## src/hw/rtl/rsnh_pkg.sv

```systemverilog
// ----------------------------------------------------------------------------
// Ray-sphere nearest hit: shared package
// Types, codes and constants used by the front end, the back end and the
// top level of the nearest-hit engine.
// ----------------------------------------------------------------------------
package rsnh_pkg;

   // Default size of the sphere table.
   localparam int MAX_SPHERES_DEF = 16;

   // Distance reported when a ray meets nothing (1e12 as binary32).
   localparam logic [31:0] MISS_DISTANCE = 32'h5368D4A5;

   // Quiet NaN produced by invalid float operations.
   localparam logic [31:0] QNAN = 32'h7FC00000;

   // Input command codes.
   localparam logic CMD_WRITE = 1'b0;
   localparam logic CMD_RAY   = 1'b1;

   // Classification of an accepted beat.
   typedef enum logic [1:0] {
      KIND_WRITE,
      KIND_RAY,
      KIND_NOP
   } kind_type;

   // Float unit operations.
   typedef enum logic [1:0] {
      FP_ADD,
      FP_SUB,
      FP_MUL
   } fp_op_type;

   // Raw input beat as it arrives on the request ports.
   typedef struct packed {
      logic        cmd;
      logic [3:0]  slot;
      logic [31:0] center_x;
      logic [31:0] center_y;
      logic [31:0] center_z;
      logic [31:0] radius;
      logic [31:0] origin_x;
      logic [31:0] origin_y;
      logic [31:0] origin_z;
      logic [31:0] dir_x;
      logic [31:0] dir_y;
      logic [31:0] dir_z;
   } req_type;

   // Classified work item passed from the front end to the back end.
   typedef struct packed {
      kind_type    kind;
      logic [3:0]  slot;
      logic [31:0] center_x;
      logic [31:0] center_y;
      logic [31:0] center_z;
      logic [31:0] radius;
      logic [31:0] origin_x;
      logic [31:0] origin_y;
      logic [31:0] origin_z;
      logic [31:0] dir_x;
      logic [31:0] dir_y;
      logic [31:0] dir_z;
   } item_type;

   // One result beat.
   typedef struct packed {
      logic        hit;
      logic [31:0] hit_distance;
      logic [3:0]  hit_slot;
   } rsp_type;

endpackage

```

## src/hw/rtl/rsnh_front.sv

```systemverilog
// ----------------------------------------------------------------------------
// Ray-sphere nearest hit: front end
// Accepts request beats, classifies them as sphere write, ray or no-op,
// and holds them in a two-entry queue for the back end.
// ----------------------------------------------------------------------------
module rsnh_front #(
   parameter int MAX_SPHERES = rsnh_pkg::MAX_SPHERES_DEF
) (
   input  logic               clock,
   input  logic               reset,
   input  logic               push,
   output logic               full,
   input  rsnh_pkg::req_type  req,
   output logic               item_valid,
   input  logic               item_take,
   output rsnh_pkg::item_type item
);

   rsnh_pkg::item_type ent_ff [2];
   logic               wr_ff;
   logic               rd_ff;
   logic [1:0]         cnt_ff;

   rsnh_pkg::item_type cls;
   logic               do_push;
   logic               do_pop;

   // Classify the incoming beat.
   always_comb begin
      cls.slot     = req.slot;
      cls.center_x = req.center_x;
      cls.center_y = req.center_y;
      cls.center_z = req.center_z;
      cls.radius   = req.radius;
      cls.origin_x = req.origin_x;
      cls.origin_y = req.origin_y;
      cls.origin_z = req.origin_z;
      cls.dir_x    = req.dir_x;
      cls.dir_y    = req.dir_y;
      cls.dir_z    = req.dir_z;
      if (req.cmd == rsnh_pkg::CMD_RAY) begin
         cls.kind = rsnh_pkg::KIND_RAY;
      end else if ({28'b0, req.slot} < 32'(MAX_SPHERES)) begin
         cls.kind = rsnh_pkg::KIND_WRITE;
      end else begin
         cls.kind = rsnh_pkg::KIND_NOP;
      end
   end

   assign full       = (cnt_ff == 2'd2);
   assign item_valid = (cnt_ff != 2'd0);
   assign item       = ent_ff[rd_ff];
   assign do_push    = push && !full;
   assign do_pop     = item_take && item_valid;

   // Queue storage.
   always_ff @(posedge clock) begin
      if (do_push) begin
         ent_ff[wr_ff] <= cls;
      end
   end

   // Queue pointers and fill level.
   always_ff @(posedge clock) begin
      if (reset) begin
         wr_ff  <= 1'b0;
         rd_ff  <= 1'b0;
         cnt_ff <= 2'd0;
      end else begin
         if (do_push) begin
            wr_ff <= ~wr_ff;
         end
         if (do_pop) begin
            rd_ff <= ~rd_ff;
         end
         cnt_ff <= 2'(cnt_ff + {1'b0, do_push} - {1'b0, do_pop});
      end
   end

endmodule

```

## config.mk

```make
export PLATFORM = sky130hd
export DESIGN_NAME = rsnh_front
export DESIGN_NICKNAME = d
export VERILOG_FILES = /design/src/hw/rtl/rsnh_pkg.sv /design/src/hw/rtl/rsnh_front.sv
export SDC_FILE = /design/constraint.sdc
export NUM_CORES = 1
export LEC_CHECK = 0
export ABC_AREA = 1
export BUFFER_PORTS_ARGS = -buffer_cell sky130_fd_sc_hd__buf_2
export CAP_MARGIN = 20
export CORE_AREA = 2 2 237 298
export CTS_CLUSTER_DIAMETER = 50
export DETAILED_ROUTE_END_ITERATION = 6
export DIE_AREA = 0 0 239 300
export PLACE_DENSITY = 0.55
export SLEW_MARGIN = 40
export SYNTH_ARGS = -nofsm -noshare
export SYNTH_HDL_FRONTEND = slang
export SYNTH_SLANG_ARGS = --single-unit
```

## constraint.sdc

```tcl
create_clock -name clock -period 44.1 [get_ports clock]
set_input_delay 2.205 -clock clock [delete_from_list [all_inputs] [get_ports clock]]
set_output_delay 2.205 -clock clock [all_outputs]
set_load 0.02 [all_outputs]
```

After elaboration in Yosys (flattened, before gate mapping)
Memories as Yosys holds them, arrays and structs flattened. A register that Yosys moved wholly into a read port is not among the register bits.
Index checks and enable logic that the tools add are counted.
{"block": "word_totals", "input_bits": 329, "wordCells": 18, "ram_bits": 650, "mem_count": 1, "register_bits": 4}
{"name": "ent_ff", "depth": 2, "width": 325, "rd": 1, "rd_clocked_by_memory_dff": 1, "wr": 1, "line": "rsnh_front.sv:19", "source": "rsnh_pkg::item_type ent_ff [2];"}
{"block": "classes", "bitwise": 2, "n_reduce_logical": 4, "mux": 5, "add_sub_neg": 2, "n_eq_ne": 1}
{"cell": "$mux W1", "n": 5}
{"cell": "$add A2 B1 Y2", "n": 1}
{"cell": "$eq A2 B2 Y1 const B", "n": 1}
{"cell": "$logic_and A1 B1 Y1", "n": 2}
{"cell": "$not A1 Y1", "n": 2}
{"cell": "$reduce_bool A2 Y1", "n": 1}
{"cell": "$sub A2 B1 Y2", "n": 1}
{"cell": "$logic_not A1 Y1", "n": 1}

Depth between registers and ports, before layout
Gate-level depths: netlist of the first run.
{"block": "logic_depth", "ltp_word": 5, "depth_mapped": 11}

Least setup slack after synthesis of the first run
Ideal clock, no wire load.
{"block": "synth_path", "kind": "input -> register", "startpoint": "in push", "endpoint": "mem ent_ff[0][0] (netlist bit), enable pin", "n_path_buf": 0, "t_arrival_ns": 15.728, "setup_time_ns": 1.017, "path_stages": 2, "path_slack_ns": 27.356, "cell_sequence": "nand2_1 nor2_1"}
{"block": "synth_between", "elab_chain_cells": 3}
{"item": "from (decl)", "line": "rsnh_front.sv:11", "source": "input logic push,"}
{"item": "$logic_and A1 B1 Y1", "line": "rsnh_front.sv:53", "source": "assign do_push = push && !full;"}
{"item": "$mux W1", "line": "rsnh_front.sv:58", "source": "if (do_push) begin"}
{"item": "$mux W1 (implied by the code)", "line": "rsnh_front.sv:59", "source": "ent_ff[wr_ff] <= cls;"}
{"item": "to (decl)", "line": "rsnh_front.sv:19"}
No other way between the ends.

==> flow_summary.ini, run 1 <==
[logic_synthesis]
postSynthNetCount = 1382
synth-xor-area-share_pct = 0
synth_top_family_by_area = multiplexers
ys_warn_count = 0
ys_seq_area_share_pct = 82.2
synth_flop_cell = edfxtp_1
ys_types = 15
async_flop_share_pct = 0
synth-edff-count = 650
synth-simple-area-share_pct = 0.330
synth_area_um2 = 23900
synthMuxAreaShare_pct = 15.6
ys_ff_latch = 655
synthCells = 1051
synthTopCellsByArea = edfxtp_1 82%, mux2_2 14%, buf_6 1.4%
synth_top_area_share_pct = 81.8
synth_adder_area_share_pct = 0.105
synth_top_area_cell = edfxtp_1
synth_compound_area_share_pct = 0.0419
avgSynthCellArea_um2 = 22.7

[timing]
rsz0062_at_grt = false
setup_viol = 0
finalHoldViolCount = 0
drv_slew = 0
relSlewSlack_pct = 45.1
setup_slack_ns = 38.13
tightest_slew_ns = 0.824
final.min_clock_period_ns = 5.97
clock.fmax_mhz = 167
min_period_over_period_pct = 13.5
finClkSkew_ns = 0.0137
totalNegativeSetupSlack_ns = 0

[worst_setup_path]
crit_arrival_ns = 3.77
end_kind = output pin
path_class = flop to output pin
worstPathRequired_ns = 41.90
worst-r2r-setup-slack_ns = 40.97
startpoint_type = flop
worstPathMaxFanout = 68

[pwr]
power_per_cell_area_nw_per_um2 = 60.1
peakVddDrop_uv = 44.4
power_mw = 1.83
leakage_nw = 11.3

[floorplan]
die_y_um = 300
coreArea_um2 = 68900
io_pins = 657
die_area_um2 = 71700
rows = 108
start_util_pct = 34.6
die_w_um = 239

[layout]
layout.cells.non_filler = 2705
area_delta_synth_final_pct = 27.2
multiInputGateArea_um2 = 3860
fillCellCount = 6126
drive_gt1_share_pct = 60.7
fin_nets = 2088
seq_area_um2 = 19600

[detailed_routing]
wirelength_um = 57100
ant_nets = 0
first_pass_iters = 4
vias_per_cell = 4.56
vias = 12300
drt_iter0_markers = 563
drcViolationCount = 0
wl_per_cell_um = 21.1

[placed_design]
dp_slack_ns = 38.26
dp.cells = 2562
routabilityCongestion = 0.773
dp_hpwl_um = 39700
numPortBuffers = 655

[global_route]
grt_pass1_wl_um = 82000
grt_max_degree = 133
antenna_found_initial = 21
grt_overflow = 0
grt_pass1_vias = 13300
grt_usage_pct = 15.4

[clock_network]
htree_levels = 3
clockBufferDepth = 3
clk_pin_slew_worst_paths_ns = 0.06
cts_made_buffers = 71
tritoncts = done
clock_latency_ns = 0.61
ctsHoldBuffers = 0
cts_root_buffer = clkbuf_16
cts.sinks = 655
cts_resized = 0
cts_setup_buffers = 0

[run_status]
outcome = completed

[job]
max-cap-violations = 0

[min_path]
min_path_type = flop to flop
-- critical path: stages (launching register included) --
cell	delay, ns
dfxtp_4	0.52
buf_6	0.54
buf_6	0.65
buf_4	0.66
mux2_2	0.42
buf_2	0.16
-- Yosys cell counts, types with 2 or more instances --
master    instances
a21oi_1           2
buf_2             7
buf_6            29
dfxtp_1           5
edfxtp_1        650
ha_1              2
inv_1             9
mux2_2          304
mux2_4           20
nand2_1           8
nand3_1           3
nor2_1            9
-- layer usage --
metal | share of wire (%) | global-route usage [%] | up-vias
met1 | 36 | 16.2 | 6110
met4 | 3.1 | 7.11 | 12
met5 | 0.14 | 0 | -
li1 | - | - | 5633
met3 | 7.8 | 4.87 | 106
met2 | 53 | 28.0 | 474
-- flip-flops by register name, indices dropped and copies added, names as in the netlist, named ones only --
signal / cells
rd_ff: 1
ent_ff: 650
cnt_ff: 2
wr_ff: 1
-- cell type report --
class	instances	share of cell area (%)
diodes	14	0.115
clock buffers	87	6.26
clock inverters	40	0.984
inverters	9	0.152
multi-input cells	350	12.7
flip-flops and latches	655	64.6
well taps	880	3.62
repair buffers	670	11.6
-- cell usage in the layout (no fill, tap or decap) --
| master | synthesis | layout |
|---|---|---|
| diode_2 | 0 | 14 |
| clkinv_2 | 0 | 12 |
| buf_4 | 1 | 1 |
| dfxtp_1 | 5 | 4 |
| nand3_1 | 3 | 3 |
| inv_12 | 0 | 1 |
| dfxtp_4 | 0 | 1 |
| inv_6 | 0 | 5 |
| inv_8 | 0 | 1 |
| nand2_1 | 8 | 8 |
| conb_1 | 1 | 1 |
| buf_12 | 0 | 2 |
| a21oi_1 | 2 | 2 |
| clkinv_1 | 0 | 11 |
| mux2_2 | 304 | 304 |
| buf_16 | 0 | 3 |
| nor2_1 | 9 | 8 |
| clkinv_4 | 0 | 5 |
| clkinv_8 | 0 | 1 |
| mux2_4 | 20 | 20 |
| buf_2 | 7 | 655 |
| clkbuf_1 | 0 | 13 |
| clkinvlp_4 | 0 | 3 |
| edfxtp_1 | 650 | 650 |
| clkbuf_16 | 0 | 74 |
| buf_6 | 29 | 8 |
| bufinv_16 | 0 | 2 |
| ha_1 | 2 | 2 |
| inv_1 | 9 | 8 |
| buf_8 | 0 | 1 |
| mux2_1 | 1 | 1 |
| nor2_4 | 0 | 1 |
-- worst paths after layout --
kind,end,startpoint,cells past startpoint
worst min-delay path,rd_ff,rd_ff,2
worst min register to register,rd_ff,rd_ff,2
worst max register to register,ent_ff[1][1],cnt_ff[0],6
worst max-delay path,item[285],flop,5
-- power breakdown --
part / internal (mW) / switching (mW) / leakage (nW)
Clock: 0.321 / 0.237 / 1.08
Sequential: 0.788 / 0.0199 / 6.11
Combinational: 0.173 / 0.288 / 4.07
Total: 1.28 / 0.545 / 11.3
-- metrics by stage --
| step | util [%] | hold WS, ns | area [um2] |
|---|---|---|---|
| finish | 44.1 | 0.514 | 30400 |
| global route | 44.1 | 0.539 | 30400 |
| global placement | 40.6 | 0.487 | 28000 |
| floorplan | - | 0.467 | 23900 |
| CTS | 44.0 | 0.514 | 30300 |
| detailed placement | 40.8 | 0.501 | 28100 |
-- logic make-up (layout without fill, tap and decap cells) --
| kind of cell | Yosys count | in the layout |
|---|---|---|
| buffers and inverters | 46 | 806 |
| DFF | 655 | 655 |
| AOI/OAI and AO/OA | 2 | 2 |
| adders and majority gates | 2 | 2 |
| muxes | 325 | 325 |
| and+or+nand+nor | 20 | 20 |
| other | 1 | 15 |
Note: power is estimated with default switching activity, not from simulation.
==> run 2, diff against run 1 <==
clock period = 6.1 ns   (was 44.1 ns; I/O delays follow)
==> run 2 against run 1 <==
Global-route usage up 0.093 points. Final area rose by 11%. Clock power grew to 7.4 times the previous value. Clock skew grew 0.012 ns. Count of clock-buffer cells in the layout up 5. Critical endpoint is now item[178].
==> flow_summary.ini, run 2 (synthesis gave the netlist of run 1 again) <==
[run_status]
outcome = completed

[floorplan]
coreArea_um2 = 68900
die_area_um2 = 71700
die_y_um = 300
start_util_pct = 34.6
io_pins = 657
die_w_um = 239
rows = 108

[global_route]
grt_pass1_wl_um = 84700
grt_overflow = 0
antenna_found_initial = 1
grt_use_met2_pct = 28.0
grt_pass1_vias = 14900
grt_usage_pct = 15.5
grt-busiest-layer = met2
grt_max_degree = 144
met1_usage_pct = 16.8
grtUsageMet3_pct = 3.98

[placed_design]
dp_hpwl_um = 38100
numPortBuffers = 655
routabilityCongestion = 0.808

[timing]
drv_slew = 0
finalHoldViolCount = 0
finClkSkew_ns = 0.0258
rsz0062_at_grt = false
clock.fmax_mhz = 336
setup_viol = 0
tightest_slew_ns = 0.946
relSlewSlack_pct = 36.9
totalNegativeSetupSlack_ns = 0
final.min_clock_period_ns = 2.97
min_period_over_period_pct = 48.8

[pwr]
clockPowerShare_pct = 30.7
combPwrFrac_pct = 26.1
peakVddDrop_uv = 306
switchingPower_mw = 4.00
leakage_nw = 12.6
p_seq_share_pct = 43.2
power_mw = 13.5
internal_power_mw = 9.49
power_per_cell_area_nw_per_um2 = 400
swShare_pct = 29.7

[clock_network]
tritoncts = done
cts_setup_buffers = 0
clockBufferDepth = 3
clk_pin_slew_worst_paths_ns = 0.06
cts_made_buffers = 72
htree_levels = 3
cts_root_buffer = clkbuf_16
cts_resized = 0
cts.sinks = 655
clock_latency_ns = 0.61

[worst_setup_path]
worstPathMaxFanout = 97
path_delay_family = buffers and inverters
slowest_stage = dfxtp_4
path_buf_inv = 3
end_kind = output pin
critical-path-max-stage-delay_ns = 0.61
crit_arrival_ns = 2.67
startpoint_type = flop
path_class = flop to output pin
worstPathRequired_ns = 5.79
path_cells = buf_12, buf_16, mux2_2, buf_2

[detailed_routing]
first_pass_iters = 4
drt_iter0_markers = 675
wl_per_cell_um = 19.0
vias = 13600
wirelength_um = 57300
vias_per_cell = 4.51
drcViolationCount = 0
ant_nets = 0

[layout]
final_cell_mix = 655 x buf_2, 650 x edfxtp_1, 328 x dlygate4sd3_1
largest-register = ent_ff
fin_util_pct = 48.9
drive_gt1_share_pct = 51.2
area_delta_synth_final_pct = 41.3
final_common_cell = buf_2
largest_reg_flops = 650
reg_top3 = ent_ff (650), cnt_ff (2)
fin_nets = 2415

[job]
max-cap-violations = 0

[min_path]
min_path_type = input pin to flop
run 2: cell count changes in the layout (fill, tap and decap cells not counted), sizes merged:
| cell | before | now |
|---|---|---|
| diode | 14 | 1 |
| clkbuf | 87 | 92 |
| bufinv | 2 | 4 |
| dlygate4sd3 | 0 | 328 |
| inv | 15 | 16 |
| clkinvlp | 3 | 4 |
| clkinv | 29 | 17 |
| buf | 670 | 668 |
run 2: timing repair:
item	in CTS	in global routing
setup endpoints to repair	0	0
hold endpoints to repair	655	0
hold buffers	328	0
run 2: cell type report:
class | count | area (um2)
antenna | 1 | 2.50
clock buffer | 92 | 1900
clock inverter | 32 | 368
fill | 5832 | 35200
inverter | 9 | 37.5
multi-input combinational | 350 | 3860
sequential | 655 | 19600
tap | 880 | 1100
timing repair buffer | 996 | 6840
run 2: worst paths after layout:
kind	start	to	slack, ns	cells after the start
hold reg to reg	rd_ff	flop	0.51	2
setup / recovery	flop	item[178]	3.13	4
setup reg to reg	cnt_ff[0]	ent_ff[1][290]	3.53	6
hold / removal	req[238]	ent_ff[1][238]	0.42	2
run 2: worst register-to-register path: cells and delay by family, from the launching register on:
family,cells,cell delay (ns)
buf+inv,4,1.40
flops,1,0.35
simple gates,2,0.26
run 2: per-layer routing:
layer | up-vias | part of all wire [%]
met5 | - | 0
met4 | 0 | 4.1
met3 | 112 | 6.6
met2 | 468 | 53
met1 | 6748 | 36
li1 | 6267 | -
run 2: metrics by stage:
stage / cells / worst slack, ns / hold WS [ns] / area, um2
2_1_floorplan: 1051 / 0.261 / 0.376 / 23900
3_3_place_gp: 2556 / 3.52 / 0.485 / 28000
3_5_place_dp: 2558 / 3.41 / 0.490 / 28100
4_1_cts: 3010 / 3.15 / 0.367 / 33600
5_1_grt: 3015 / 2.98 / 0.385 / 33700
6_report: 3015 / 3.13 / 0.423 / 33700
run 2: power groups by stage:
stage,clock network [mW],registers (mW),logic [mW]
2_1_floorplan,0,5.99,2.27
5_1_grt,4.44,5.89,3.74
4_1_cts,4.27,5.84,3.55
3_5_place_dp,0,5.94,3.35
3_3_place_gp,0,5.91,3.33
6_report,4.14,5.83,3.52
